$ cat src/prns_pkg.sv
// Package for the population rate network step block.
// Shared types, constants and fixed-point helpers; no dependencies.
package prns_pkg;

  localparam int unsigned POPULATIONS = 4;
  localparam int unsigned IDX_W = 2;

  localparam int unsigned RATE_W = 31;
  localparam int unsigned SUM_W = 47;
  // four weighted terms of up to 2^46 plus the drive
  localparam int unsigned ACC_W = 50;

  localparam logic [1:0] KIND_PAIR = 2'd0;
  localparam logic [1:0] KIND_POP = 2'd1;
  localparam logic [1:0] KIND_TICK = 2'd2;

  localparam logic [0:0] REG_START = 1'b0;
  localparam logic [0:0] REG_WINDOW = 1'b1;

  localparam logic WHAT_RATE = 1'b0;
  localparam logic WHAT_SUM = 1'b1;

  // multiplier operand select
  typedef enum logic [1:0] {
    MUL_DECAY = 2'd0,
    MUL_GAIN = 2'd1,
    MUL_RK = 2'd2,
    MUL_WEIGHT = 2'd3
  } mul_op_t;

  // controller -> datapath
  typedef struct packed {
    logic load_pair;
    logic load_pop;
    logic begin_pop;
    logic mul_en;
    mul_op_t mul_op;
    logic acc_en;
    logic syn_write;
    logic add_weighted;
    logic rate_write;
    logic rate_commit;
    logic sum_add;
    logic sum_clear;
    logic out_load;
    logic out_what;
    logic out_last;
  } prns_cmd_t;

  // round a product that has 16 extra fraction bits, half toward +inf
  function automatic logic signed [49:0] round16(input logic signed [65:0] p);
    logic signed [65:0] t;
    begin
      t = p + 66'sd32768;
      round16 = t[65:16];
    end
  endfunction

  function automatic logic signed [31:0] sat32(input logic signed [50:0] v);
    begin
      if (v > 51'sd2147483647) sat32 = 32'sh7FFFFFFF;
      else if (v < -51'sd2147483648) sat32 = 32'sh80000000;
      else sat32 = v[31:0];
    end
  endfunction

endpackage

$ cat src/prns_ctrl.sv
// Controller for the population rate network step: walks pairs and
// populations, sequences the shared multiplier and the result transfers.
// Depends on prns_pkg.
module prns_ctrl import prns_pkg::*; (
  input  logic clk,
  input  logic rst,
  input  logic in_valid,
  output logic in_stall,
  input  logic [1:0] kind,
  input  logic [IDX_W-1:0] row_in,
  input  logic [IDX_W-1:0] col_in,
  input  logic cfg_we,
  input  logic [0:0] cfg_index,
  input  logic [31:0] cfg_data,
  input  logic pair_on,
  output prns_cmd_t cmd,
  output logic [IDX_W-1:0] row,
  output logic [IDX_W-1:0] col,
  output logic out_valid,
  input  logic out_stall
);

  typedef enum logic [3:0] {
    S_IDLE, S_POP, S_PAIR, S_M1, S_M2, S_M3, S_M4, S_NEXT,
    S_WAIT, S_ADD, S_DONE, S_COMMIT, S_EMIT, S_WIN
  } state_t;

  state_t state;
  logic [31:0] start_ticks, window_ticks, tick_count, window_count;
  logic started, win_due;
  logic [IDX_W-1:0] ri, ci;
  logic pop_ok, pair_ok, accept;
  logic out_free;
  logic [IDX_W:0] pops_c;

  localparam logic [IDX_W-1:0] LAST_IDX = IDX_W'(POPULATIONS - 1);

  assign pops_c = (IDX_W + 1)'(POPULATIONS);
  assign in_stall = (state != S_IDLE);
  assign accept = in_valid && !in_stall;
  assign out_free = !out_valid || !out_stall;
  assign pop_ok = {1'b0, row_in} < pops_c;
  assign pair_ok = pop_ok && ({1'b0, col_in} < pops_c);
  assign row = (state == S_IDLE) ? row_in : ri;
  assign col = (state == S_IDLE) ? col_in : ci;

  always_comb begin
    cmd = '0;
    cmd.mul_op = MUL_DECAY;
    case (state)
      S_IDLE: begin
        cmd.load_pair = accept && kind == KIND_PAIR && pair_ok;
        cmd.load_pop = accept && kind == KIND_POP && pop_ok;
      end
      S_POP: cmd.begin_pop = 1'b1;
      S_PAIR: begin
        cmd.mul_en = pair_on;
        cmd.mul_op = MUL_DECAY;
      end
      S_M1: begin
        cmd.mul_op = MUL_DECAY;
        cmd.acc_en = 1'b1;
      end
      S_M2: begin
        cmd.mul_op = MUL_GAIN;
        cmd.mul_en = 1'b1;
      end
      S_M3: begin
        cmd.mul_op = MUL_GAIN;
        cmd.acc_en = 1'b1;
      end
      S_M4: begin
        cmd.mul_op = MUL_RK;
        cmd.mul_en = 1'b1;
      end
      S_NEXT: begin
        cmd.mul_op = MUL_RK;
        cmd.acc_en = 1'b1;
      end
      S_WAIT: begin
        cmd.mul_op = MUL_WEIGHT;
        cmd.mul_en = 1'b1;
        cmd.syn_write = 1'b1;
      end
      S_ADD: cmd.add_weighted = 1'b1;
      S_DONE: cmd.rate_write = (ci == LAST_IDX);
      S_COMMIT: begin
        cmd.rate_commit = out_free;
        cmd.sum_add = out_free && started;
        cmd.out_load = out_free && started;
        cmd.out_what = WHAT_RATE;
        cmd.out_last = (ri == LAST_IDX) && !win_due;
      end
      S_WIN: begin
        cmd.sum_clear = out_free;
        cmd.out_load = out_free;
        cmd.out_what = WHAT_SUM;
        cmd.out_last = (ri == LAST_IDX);
      end
      default: ;
    endcase
  end

  always_ff @(posedge clk) begin
    if (rst) begin
      state <= S_IDLE;
      start_ticks <= '0;
      window_ticks <= 32'd100;
      tick_count <= '0;
      window_count <= '0;
      started <= 1'b0;
      win_due <= 1'b0;
      ri <= '0;
      ci <= '0;
      out_valid <= 1'b0;
    end else begin
      if (cfg_we) begin
        case (cfg_index)
          REG_START: start_ticks <= cfg_data;
          REG_WINDOW: window_ticks <= cfg_data;
          default: ;
        endcase
      end
      if (cmd.out_load) out_valid <= 1'b1;
      else if (!out_stall) out_valid <= 1'b0;
      case (state)
        S_IDLE: begin
          if (accept && kind == KIND_TICK) begin
            started <= tick_count >= start_ticks;
            win_due <= window_count > window_ticks;
            ri <= '0;
            ci <= '0;
            state <= S_POP;
          end
        end
        S_POP: state <= S_PAIR;
        S_PAIR: state <= pair_on ? S_M1 : S_DONE;
        S_M1: state <= S_M2;
        S_M2: state <= S_M3;
        S_M3: state <= S_M4;
        S_M4: state <= S_NEXT;
        S_NEXT: state <= S_WAIT;
        S_WAIT: state <= S_ADD;
        S_ADD: state <= S_DONE;
        S_DONE: begin
          if (ci == LAST_IDX) begin
            ci <= '0;
            if (ri == LAST_IDX) begin
              ri <= '0;
              state <= S_COMMIT;
            end else begin
              ri <= ri + 1'b1;
              state <= S_POP;
            end
          end else begin
            ci <= ci + 1'b1;
            state <= S_PAIR;
          end
        end
        S_COMMIT: begin
          if (out_free) begin
            if (ri == LAST_IDX) begin
              ri <= '0;
              state <= win_due ? S_WIN : S_EMIT;
            end else ri <= ri + 1'b1;
          end
        end
        S_WIN: begin
          if (out_free) begin
            if (ri == LAST_IDX) begin
              ri <= '0;
              state <= S_EMIT;
            end else ri <= ri + 1'b1;
          end
        end
        S_EMIT: begin
          if (out_free) begin
            if (win_due) window_count <= started ? 32'd1 : 32'd0;
            else if (started && window_count != 32'hFFFFFFFF)
              window_count <= window_count + 32'd1;
            if (tick_count != 32'hFFFFFFFF) tick_count <= tick_count + 32'd1;
            state <= S_IDLE;
          end
        end
        default: state <= S_IDLE;
      endcase
    end
  end

  a_out_hold: assert property (@(posedge clk) disable iff (rst)
    out_valid && out_stall |=> out_valid);
  a_no_overwrite: assert property (@(posedge clk) disable iff (rst)
    cmd.out_load |-> out_free);
  a_idle_empty: assert property (@(posedge clk) disable iff (rst)
    state == S_IDLE |-> !out_valid);

endmodule

$ cat config.mk
export PLATFORM = sky130hd
export DESIGN_NAME = prns_ctrl
export DESIGN_NICKNAME = d
export VERILOG_FILES = /design/src/prns_pkg.sv /design/src/prns_ctrl.sv
export SDC_FILE = /design/constraint.sdc
export NUM_CORES = 1
export LEC_CHECK = 0
export ABC_AREA = 1
export BUFFER_PORTS_ARGS = -buffer_cell sky130_fd_sc_hd__buf_2
export CAP_MARGIN = 20
export CORE_AREA = 2 2 127 160
export CTS_CLUSTER_SIZE = 16
export DETAILED_ROUTE_END_ITERATION = 8
export DIE_AREA = 0 0 129 162
export GPL_ROUTABILITY_DRIVEN = 0
export SLEW_MARGIN = 20
export SYNTH_ARGS = -nofsm -noshare
export SYNTH_HDL_FRONTEND = slang
export SYNTH_SLANG_ARGS = --single-unit
$ cat constraint.sdc
create_clock -name clk -period 2.35 [get_ports clk]
set_clock_uncertainty 0.15 [all_clocks]
set_input_delay 0.3525 -clock clk [delete_from_list [all_inputs] [get_ports clk]]
set_output_delay 0.3525 -clock clk [all_outputs]
set_load 0.02 [all_outputs]
==> impl_metrics.sql, run 1 <==
INSERT INTO impl_metrics (metric_group, metric, value, unit) VALUES
('sta', 'worstMarginPinSlew', '659', 'ps'),
('critical_path', 'timing.setup.critical_path_class', 'reg2out', ''),
('floorplan', 'floorplan.core_area', '19300', 'sq um'),
('sta', 'finalHoldWorstSlack', '11.4', 'ps'),
('clock_tree', 'insertion_delay', '430', 'ps'),
('sta', 'timing_hold_violations_final', '0', ''),
('sta', 'layout_setup_ws', '133', 'ps'),
('pwr', 'power.density_cell_area', '626', 'nW/um^2'),
('finish', 'flow.area_growth_from_synthesis', '16.6', '%'),
('detailed_routing', 'drt_iter0_drc', '418', ''),
('finish', 'final_layout_size_suffix_gt1_share', '12.6', '%'),
('synthesis', 'synth-async-reset-ratio', '0', '%'),
('hold_path', 'hold_worst_path_end', 'window_ticks[2]', ''),
('global_route', 'grt_antenna_before_repair', '0', ''),
('global_route', 'pin_count_of_the_biggest_net_entering_global_routing', '71', ''),
('critical_path', 'r2r_cells', '13', ''),
('synthesis', 'synth-seq-area-share', '32.5', '%'),
('detailed_routing', 'vias', '8277', ''),
('floorplan', 'fp.dieArea', '20900', 'sq um'),
('pwr', 'power.total', '6.26', 'mW'),
('critical_path', 'cp.required', '1850', 'ps'),
('clock_tree', 'htreeDepth', '4', ''),
('floorplan', 'die_x', '129', 'um'),
('floorplan', 'initial_utilization', '44.3', '%'),
('placement', 'post-place-ws', '246', 'ps'),
('critical_path', 'timing.critical_path.fanout_max', '9', ''),
('global_route', 'track_usage', '23.3', '%'),
('pwr', 'combPwrFrac', '17.3', '%'),
('pwr', 'power_switching_share', '30.5', '%'),
('detailed_routing', 'wire_per_inst', '14.0', 'um'),
('hold_path', 'holdPathStages', '3', ''),
('placement', 'io_buffers', '66', ''),
('detailed_routing', 'drt_drc_violations_left', '0', ''),
('detailed_routing', 'routed_via_density', '5.01', ''),
('sta', 'setup_viol', '0', ''),
('pwr', 'total_leakage_power', '4.45', 'nW'),
('clock_tree', 'cts_tree', 'built', ''),
('critical_path', 'regToRegEndpoint', 'window_count[20]', ''),
('critical_path', 'endpoint_kind', 'output port', ''),
('critical_path', 'reg2reg_from', 'window_count[0]', ''),
('synthesis', 'synth_enable_flop_cells', '0', ''),
('synthesis', 'ys_dominant_reg_cell', 'dfxtp_1', ''),
('run', 'maxcap_violations', '0', ''),
('hold_path', 'min-delay-path-class', 'in2reg', ''),
('sta', 'headroom_to_the_max_slew_limit', '55.9', '%'),
('synthesis', 'synth_area_leader_cell', 'dfxtp_1', ''),
('pwr', 'power.switching', '1.91', 'mW'),
('clock_tree', 'cts_buffers', '17', ''),
('critical_path', 'cp.arrival', '1710', 'ps'),
('floorplan', 'i_o_pin_cnt', '67', ''),
('detailed_routing', 'final_wl', '23.1', 'mm'),
('synthesis', 'synth.distinct_cells', '40', ''),
('run_status', 'run_status', 'complete, no violations', ''),
('floorplan', 'placementRows', '57', ''),
('detailed_routing', 'drt_pre_antenna_iters', '5', ''),
('clock_tree', 'cts.reportedPaths.clkPinSlew', '60', 'ps'),
('synthesis', 'synthesis.nets', '1403', ''),
('pwr', 'power.share.sequential', '40.5', '%'),
('synthesis', 'synth_warnings', '0', ''),
('synthesis', 'synth_commonest_cells', 'nand2_1, inv_1, dfxtp_1', ''),
('critical_path', 'start_kind', 'flip-flop', ''),
('hold_path', 'min_from', 'cfg_data[2]', ''),
('floorplan', 'chipHeight', '162', 'um'),
('synthesis', 'synthesis.area_per_instance', '6.64', 'sq um'),
('pwr', 'internal_power', '4.35', 'mW'),
('sta', 'final.period_utilization', '94.3', '%'),
('clock_tree', 'num_clock_sinks', '139', ''),
('synthesis', 'synth_top_cell_area_share', '32.5', '%'),
('synthesis', 'synth_seq_cells', '139', ''),
('pwr', 'pwr-share-clk', '42.2', '%'),
('finish', 'finish.net_count', '1487', '');
[cell families (layout without fill, tap and decap cells)]
| logic type | after synthesis | count (layout) | synth area share (%) |
|---|---|---|---|
| XOR/XNOR | 40 | 40 | 4.09 |
| flip-flops | 139 | 139 | 32.5 |
| AO/OA/AOI/OAI | 255 | 255 | 15.7 |
| AND/OR/NAND/NOR | 586 | 586 | 28.4 |
| adder cells (fa/ha/maj) | 68 | 68 | 9.93 |
| buffers and inverters | 202 | 299 | 9.36 |
[power by group through the flow]
| stage | combinational [mW] | sequential [mW] | clock (mW) |
|---|---|---|---|
| finish | 1.08 | 2.53 | 2.64 |
| global route | 1.24 | 2.55 | 2.81 |
| CTS | 1.04 | 2.53 | 2.71 |
| detailed placement | 1.03 | 2.58 | 0 |
| global placement | 1.02 | 2.58 | 0 |
| floorplan | 0.723 | 2.56 | 0 |
[layout by cell type (no fill, tap or decap), types with 10 or more instances in the layout]
| cell type | synthesis | routed |
|---|---|---|
| inv_1 | 155 | 154 |
| clkbuf_16 | 0 | 17 |
| nor3_1 | 19 | 19 |
| ha_1 | 68 | 68 |
| a21oi_1 | 138 | 138 |
| nand4_1 | 19 | 19 |
| xnor2_1 | 16 | 16 |
| nand3_1 | 41 | 41 |
| nand3b_1 | 10 | 10 |
| nor2_1 | 129 | 127 |
| nand2_1 | 348 | 346 |
| xor2_1 | 24 | 24 |
| dfxtp_1 | 139 | 135 |
| buf_2 | 5 | 65 |
| buf_4 | 4 | 37 |
| o21ai_0 | 88 | 88 |
[worst max path at each step]
stage	startpoint	to
after detailed placement	window_count[0]	window_count[16]
after global placement	window_count[0]	window_count[18]
after floorplan	state[0]	cmd[0]
after global routing	state[3]	cmd[14]
after CTS	state[1]	cmd[0]
final	state[3]	cmd[14]
[stage by stage]
stage	cells	utilization, %	TNS (ps)	cell area, sq um
2_1_floorplan	1290	-	0	8570
3_3_place_gp	1615	48.3	0	9340
3_5_place_dp	1615	48.3	0	9340
4_1_cts	1649	51.4	0	9940
5_1_grt	1652	51.7	-10.4	9990
6_report	1652	51.7	0	9990
[sequential cells by signal (all words and copies together) (netlist names)]
signal and flops:
window_ticks 32, window_count 32, ci 2, ri 2
start_ticks 32, out_valid 1, state 4, tick_count 32
win_due 1, started 1
[timing repair]
action	CTS	global route
gates resized for setup	2	9
hold endpoints to repair	2	0
hold buffers	2	0
gates cloned	0	0
setup endpoints to repair	1	9
pin swaps	0	1
buffers inserted	0	3
[critical path, cell delays in order (launching register included)]
cell     delay (ps)
dfxtp_2         350
nor2_4          150
inv_1            70
nor2_1          150
buf_4           190
nand2_1          90
nor3_1          120
buf_2           180
[area by class of cell]
| cell class | instances | area (sq um) |
|---|---|---|
| fill | 1995 | 9340 |
| inverter | 160 | 601 |
| clock inverter | 15 | 156 |
| tap | 265 | 332 |
| sequential | 139 | 2790 |
| timing repair buffer | 107 | 683 |
| multi-input combinational | 949 | 5000 |
| clock buffer | 17 | 425 |
[metal layers]
metal  vias to the layer above  global-route usage, %
met3                        48                   3.62
met2                       149                   41.6
met5                         -                      0
li1                       4347                      -
met4                         0                   8.40
met1                      3733                   28.2
(Power assumes the default switching activity.)
==> run 2, diff against run 1 <==
SETUP_SLACK_MARGIN = 0.2   (was unset)
==> run 2 against run 1 <==
Net effect: sequential cell count is the same; combinational power grew 20%; global-route usage grew 0.060 points; final cell count grew 0.36%; critical endpoint is now cmd[0]; largest cell class unchanged.
==> impl_metrics.sql, run 2 (synthesis results as in run 1) <==
INSERT INTO impl_metrics (metric_group, metric, value, unit) VALUES
('clock_tree', 'htreeDepth', '4', ''),
('hold_path', 'holdPathStages', '3', ''),
('hold_path', 'min-delay-path-class', 'in2reg', ''),
('floorplan', 'floorplan.core_area', '19300', 'sq um'),
('finish', 'finish.net_count', '1493', ''),
('sta', 'finalHoldWorstSlack', '14.0', 'ps'),
('run_status', 'run_status', 'complete, no violations', ''),
('clock_tree', 'cts.reportedPaths.clkPinSlew', '60', 'ps'),
('pwr', 'combPwrFrac', '19.4', '%'),
('finish', 'layout.cells.most_common', 'nand2_1', ''),
('clock_tree', 'num_clock_sinks', '139', ''),
('finish', 'layout.cells.most_common_list', 'nand2_1, inv_1, a21oi_1, dfxtp_1, nor2_1', ''),
('detailed_routing', 'wire_per_inst', '14.3', 'um'),
('critical_path', 'timing.critical_path.fanout_max', '5', ''),
('critical_path', 'cp.required', '1850', 'ps'),
('clock_tree', 'cts_buffers', '17', ''),
('global_route', 'grt_pass1_vias', '7920', ''),
('floorplan', 'die_x', '129', 'um'),
('detailed_routing', 'route.antenna.remaining_nets', '0', ''),
('global_route', 'pin_count_of_the_biggest_net_entering_global_routing', '64', ''),
('pwr', 'worst_ir_drop_vdd', '0.000519', 'V'),
('sta', 'slew_violations', '0', ''),
('critical_path', 'regToRegEndpoint', 'window_count[30]', ''),
('sta', 'post-route-min-period', '2100', 'ps'),
('finish', 'ff_latch_area', '2800', 'sq um'),
('finish', 'antennaDiodeCount', '0', ''),
('sta', 'final.period_utilization', '89.5', '%'),
('pwr', 'pwr-share-clk', '42.5', '%'),
('critical_path', 'r2r_cells', '9', ''),
('clock_tree', 'clock_tree.buffer_depth', '2', ''),
('floorplan', 'i_o_pin_cnt', '67', ''),
('sta', 'timing.fmax', '476', 'MHz'),
('run', 'maxcap_violations', '0', ''),
('detailed_routing', 'routed_via_density', '5.04', ''),
('sta', 'fin_tns_setup', '0', 'ps'),
('hold_path', 'min_from', 'cfg_data[2]', ''),
('global_route', 'track_usage', '23.4', '%'),
('critical_path', 'endpoint_kind', 'output port', ''),
('pwr', 'power.total', '6.68', 'mW'),
('placement', 'io_buffers', '66', ''),
('finish', 'fill_cells', '1944', ''),
('hold_path', 'hold_worst_path_end', 'window_ticks[2]', ''),
('clock_tree', 'clk_root_buffer_cell', 'clkbuf_16', ''),
('finish', 'flow.area_growth_from_synthesis', '19.7', '%'),
('sta', 'setup_viol', '0', ''),
('finish', 'final_layout_size_suffix_gt1_share', '15.3', '%'),
('placement', 'post-place-ws', '146', 'ps'),
('critical_path', 'start_kind', 'flip-flop', ''),
('global_route', 'grt_remaining_overflow', '0', ''),
('detailed_routing', 'final_wl', '23.7', 'mm'),
('pwr', 'total_leakage_power', '4.53', 'nW'),
('sta', 'timing_hold_violations_final', '0', ''),
('finish', 'post_layout_utilization_of_the_core', '53.1', '%'),
('detailed_routing', 'drt_pre_antenna_iters', '5', ''),
('sta', 'headroom_to_the_max_slew_limit', '62.2', '%'),
('clock_tree', 'insertion_delay', '430', 'ps'),
('sta', 'layout_setup_ws', '247', 'ps'),
('pwr', 'internal_power', '4.67', 'mW'),
('global_route', 'first_pass_grt_wire_length', '38.8', 'mm'),
('pwr', 'power.switching', '2.01', 'mW'),
('critical_path', 'cp.arrival', '1600', 'ps'),
('detailed_routing', 'vias', '8360', ''),
('floorplan', 'initial_utilization', '44.3', '%'),
('detailed_routing', 'drt_iter0_drc', '446', ''),
('pwr', 'power.share.sequential', '38.1', '%'),
('critical_path', 'timing.setup.critical_path_class', 'reg2out', ''),
('clock_tree', 'cts_tree', 'built', ''),
('critical_path', 'regToRegSetupSlack', '330', 'ps'),
('floorplan', 'placementRows', '57', ''),
('finish', 'multi_input_area', '5130', 'sq um'),
('detailed_routing', 'drt_drc_violations_left', '0', ''),
('global_route', 'grt_antenna_before_repair', '0', ''),
('critical_path', 'reg2reg_from', 'window_count[0]', ''),
('floorplan', 'chipHeight', '162', 'um'),
('pwr', 'power.density_cell_area', '651', 'nW/um^2'),
('pwr', 'power_switching_share', '30.1', '%'),
('floorplan', 'fp.dieArea', '20900', 'sq um'),
('placement', 'hpwl_after_detailed_placement', '17.9', 'mm'),
('sta', 'worstMarginPinSlew', '563', 'ps'),
('sta', 'grt_setup_unrepaired', 'true', '');
[run 2: cell type report]
type | instances | share of cell area [%]
Tap cell | 265 | 3.23
Clock inverter | 15 | 1.82
Sequential cell | 139 | 27.3
Clock buffer | 17 | 4.15
Timing Repair Buffer | 113 | 7.55
Multi-Input combinational cell | 949 | 50.0
Inverter | 160 | 5.94
[run 2: how the worst max path moves through the flow]
stage          startpoint                to  slack (ps)  cells past startpoint
2_1_floorplan    state[0]            cmd[0]         330                      6
3_3_place_gp    out_stall  window_count[14]         150                      7
3_5_place_dp    out_stall   window_count[9]         150                      7
4_1_cts          state[2]            cmd[0]         200                      8
5_1_grt          state[2]            cmd[0]         150                      8
6_report         state[2]            cmd[0]         250                      8
[run 2: metrics by stage]
step,instances,cell area (sq um)
CTS,1656,10100
detailed placement,1615,9360
floorplan,1290,8570
global route,1658,10300
global placement,1615,9360
finish,1658,10300
[run 2: power by group through the flow]
stage	clock network (mW)	logic [mW]	registers [mW]
finish	2.84	1.30	2.55
global route	2.98	1.44	2.56
CTS	2.88	1.19	2.53
detailed placement	0	1.04	2.57
global placement	0	1.02	2.57
floorplan	0	0.724	2.56
[run 2: repair_timing]
item / in CTS / in global routing
hold endpoints to repair: 1 / 0
buffers inserted: 8 / 2
pin swaps: 6 / 3
setup endpoints to repair: 24 / 42
hold buffers: 1 / 0
gates resized for setup: 30 / 45
[run 2: worst max-delay path, stage by stage (launching register included)]
cell	delay, ps
dfxtp_4	370
inv_2	60
nand2_2	70
inv_2	110
nand2_2	90
nand2_2	90
inv_2	60
a211oi_2	150
buf_4	170
[run 2: routing by layer]
layer	vias up	wire length [um]	GRT usage, %	share of wire [%]
met5	-	0	0	0
met4	0	1040	11.8	4.4
met3	68	649	3.72	2.7
met2	165	11400	39.2	48
met1	3770	10500	28.9	45
li1	4357	-	-	-
==> run 3, diff against run 2 <==
CAP_MARGIN = 30   (was 20)
GPL_TIMING_DRIVEN = 0   (was unset)
==> run 3 against run 2 <==
Net effect: via count rose by 0.71%; total power fell by 2.8%; sequential power barely moved; final cell count rose by 0.72%; global-route usage rose by 1.2 points; utilization fell by 0.35 points; combinational power fell by 6%; critical endpoint is now cmd[6].
==> impl_metrics.sql, run 3 (synthesis results as in run 1) <==
INSERT INTO impl_metrics (metric_group, metric, value, unit) VALUES
('detailed_routing', 'final_wl', '24.9', 'mm'),
('critical_path', 'timing.setup.critical_path_class', 'reg2out', ''),
('hold_path', 'min-delay-path-class', 'in2reg', ''),
('clock_tree', 'clk_root_buffer_cell', 'clkbuf_16', ''),
('global_route', 'grt_pass1_vias', '8052', ''),
('finish', 'finished_cell_area', '10200', 'sq um'),
('sta', 'worstMarginPinSlew', '833', 'ps'),
('sta', 'timing_hold_violations_final', '0', ''),
('critical_path', 'start_kind', 'flip-flop', ''),
('placement', 'io_buffers', '66', ''),
('detailed_routing', 'vias', '8419', ''),
('pwr', 'power.density_cell_area', '638', 'nW/um^2'),
('clock_tree', 'num_clock_sinks', '139', ''),
('pwr', 'total_leakage_power', '4.47', 'nW'),
('detailed_routing', 'drt_iter0_drc', '450', ''),
('sta', 'final.period_utilization', '90.5', '%'),
('floorplan', 'die_x', '129', 'um'),
('finish', 'final_layout_size_suffix_gt1_share', '15.2', '%'),
('clock_tree', 'insertion_delay', '420', 'ps'),
('detailed_routing', 'wire_per_inst', '14.9', 'um'),
('sta', 'finalHoldWorstSlack', '19.6', 'ps'),
('global_route', 'first_pass_grt_wire_length', '39.9', 'mm'),
('global_route', 'grt_remaining_overflow', '0', ''),
('placement', 'dpl_cell_area', '9240', 'sq um'),
('placement', 'post-place-ws', '-101', 'ps'),
('global_route', 'grt_antenna_before_repair', '0', ''),
('floorplan', 'placementRows', '57', ''),
('detailed_routing', 'drt_drc_violations_left', '0', ''),
('finish', 'post_layout_utilization_of_the_core', '52.7', '%'),
('finish', 'stdcell_count', '1670', ''),
('sta', 'headroom_to_the_max_slew_limit', '44.5', '%'),
('floorplan', 'floorplan.core_area', '19300', 'sq um'),
('sta', 'layout_setup_ws', '224', 'ps'),
('run', 'maxcap_violations', '0', ''),
('pwr', 'power.total', '6.50', 'mW'),
('pwr', 'power.switching', '1.88', 'mW'),
('detailed_routing', 'route.antenna.remaining_nets', '0', ''),
('clock_tree', 'cts.reportedPaths.clkPinSlew', '60', 'ps'),
('pwr', 'power.share.sequential', '39.1', '%'),
('clock_tree', 'cts_tree', 'built', ''),
('finish', 'antennaDiodeCount', '0', ''),
('pwr', 'worst_ir_drop_vdd', '0.000525', 'V'),
('detailed_routing', 'routed_via_density', '5.04', ''),
('pwr', 'internal_power', '4.62', 'mW'),
('sta', 'slew_violations', '0', ''),
('sta', 'setup_viol', '0', ''),
('critical_path', 'timing.critical_path.fanout_max', '7', ''),
('critical_path', 'cp.required', '1850', 'ps'),
('floorplan', 'fp.dieArea', '20900', 'sq um'),
('sta', 'timing.fmax', '470', 'MHz'),
('clock_tree', 'clock_tree.buffer_depth', '2', ''),
('pwr', 'pwr-share-clk', '42.1', '%'),
('sta', 'fin_tns_setup', '0', 'ps'),
('clock_tree', 'cts.hold.buffers_added', '0', ''),
('sta', 'grt_setup_unrepaired', 'true', ''),
('global_route', 'track_usage', '24.6', '%'),
('finish', 'layout.cells.most_common_list', 'nand2_1, inv_1, a21oi_1, nor2_1, dfxtp_1', ''),
('run_status', 'run_status', 'complete, no violations', ''),
('finish', 'fill_cells', '1978', ''),
('critical_path', 'endpoint_kind', 'output port', ''),
('floorplan', 'chipHeight', '162', 'um'),
('placement', 'placedCellCount', '1621', ''),
('floorplan', 'i_o_pin_cnt', '67', ''),
('placement', 'hpwl_after_detailed_placement', '19.6', 'mm'),
('finish', 'layout.cells.most_common', 'nand2_1', ''),
('pwr', 'combPwrFrac', '18.8', '%'),
('clock_tree', 'htreeDepth', '4', ''),
('floorplan', 'initial_utilization', '44.3', '%'),
('finish', 'flow.area_growth_from_synthesis', '18.9', '%'),
('detailed_routing', 'drt_pre_antenna_iters', '5', ''),
('sta', 'post-route-min-period', '2130', 'ps'),
('clock_tree', 'cts_buffers', '17', ''),
('critical_path', 'cp.arrival', '1620', 'ps'),
('pwr', 'power_switching_share', '28.9', '%'),
('global_route', 'pin_count_of_the_biggest_net_entering_global_routing', '17', ''),
('finish', 'finish.net_count', '1505', '');
[run 3: critical path, cell delays in order (launching register included)]
cell	delay, ps
dfxtp_4	380
inv_4	50
nor2_1	200
nand2_2	160
inv_1	100
nand2_1	100
inv_1	60
buf_2	150
[run 3: power groups by stage]
stage	Sequential [mW]	Combinational, mW	Clock [mW]
6_report	2.54	1.22	2.74
4_1_cts	2.53	1.12	2.79
5_1_grt	2.55	1.37	2.90
3_3_place_gp	2.58	1.03	0
3_5_place_dp	2.58	1.04	0
2_1_floorplan	2.56	0.724	0
[run 3: repair_timing]
action                                 4_1_cts  5_1_grt
resized for setup                           34       67
pin swaps                                    7        7
cloned                                       0        0
endpoints found under the hold margin        0        0
setup endpoints to repair                   71       73
buffers inserted                             9        8
[run 3: metal layers]
metal	wire (um)	part of all wire (%)	track usage (%)
met4	939	3.8	10.7
met2	12900	52	44.2
met5	0	0	0
met3	676	2.7	3.36
met1	10400	42	28.8
[run 3: cell type report]
cell class              instances  area, sq um  share of cell area (%)
plain buffers                  42          223                    2.19
clock buffers                  21          450                    4.42
clock inverters                11          145                    1.42
multi-input cells             949         5140                    50.4
repair buffers                 83          470                    4.62
well taps                     265          332                    3.25
inverters                     160          603                    5.92
flip-flops and latches        139         2830                    27.8
[run 3: path summary, 6_finish.rpt]
kind                      end        startpoint  slack (ps)  depth (start not counted)
min reg2reg  window_ticks[26]  window_ticks[26]         310                          2
max reg2reg   window_count[6]   window_count[0]         270                         13
min           window_ticks[2]       cfg_data[2]          20                          3
max                    cmd[6]          state[1]         220                          7
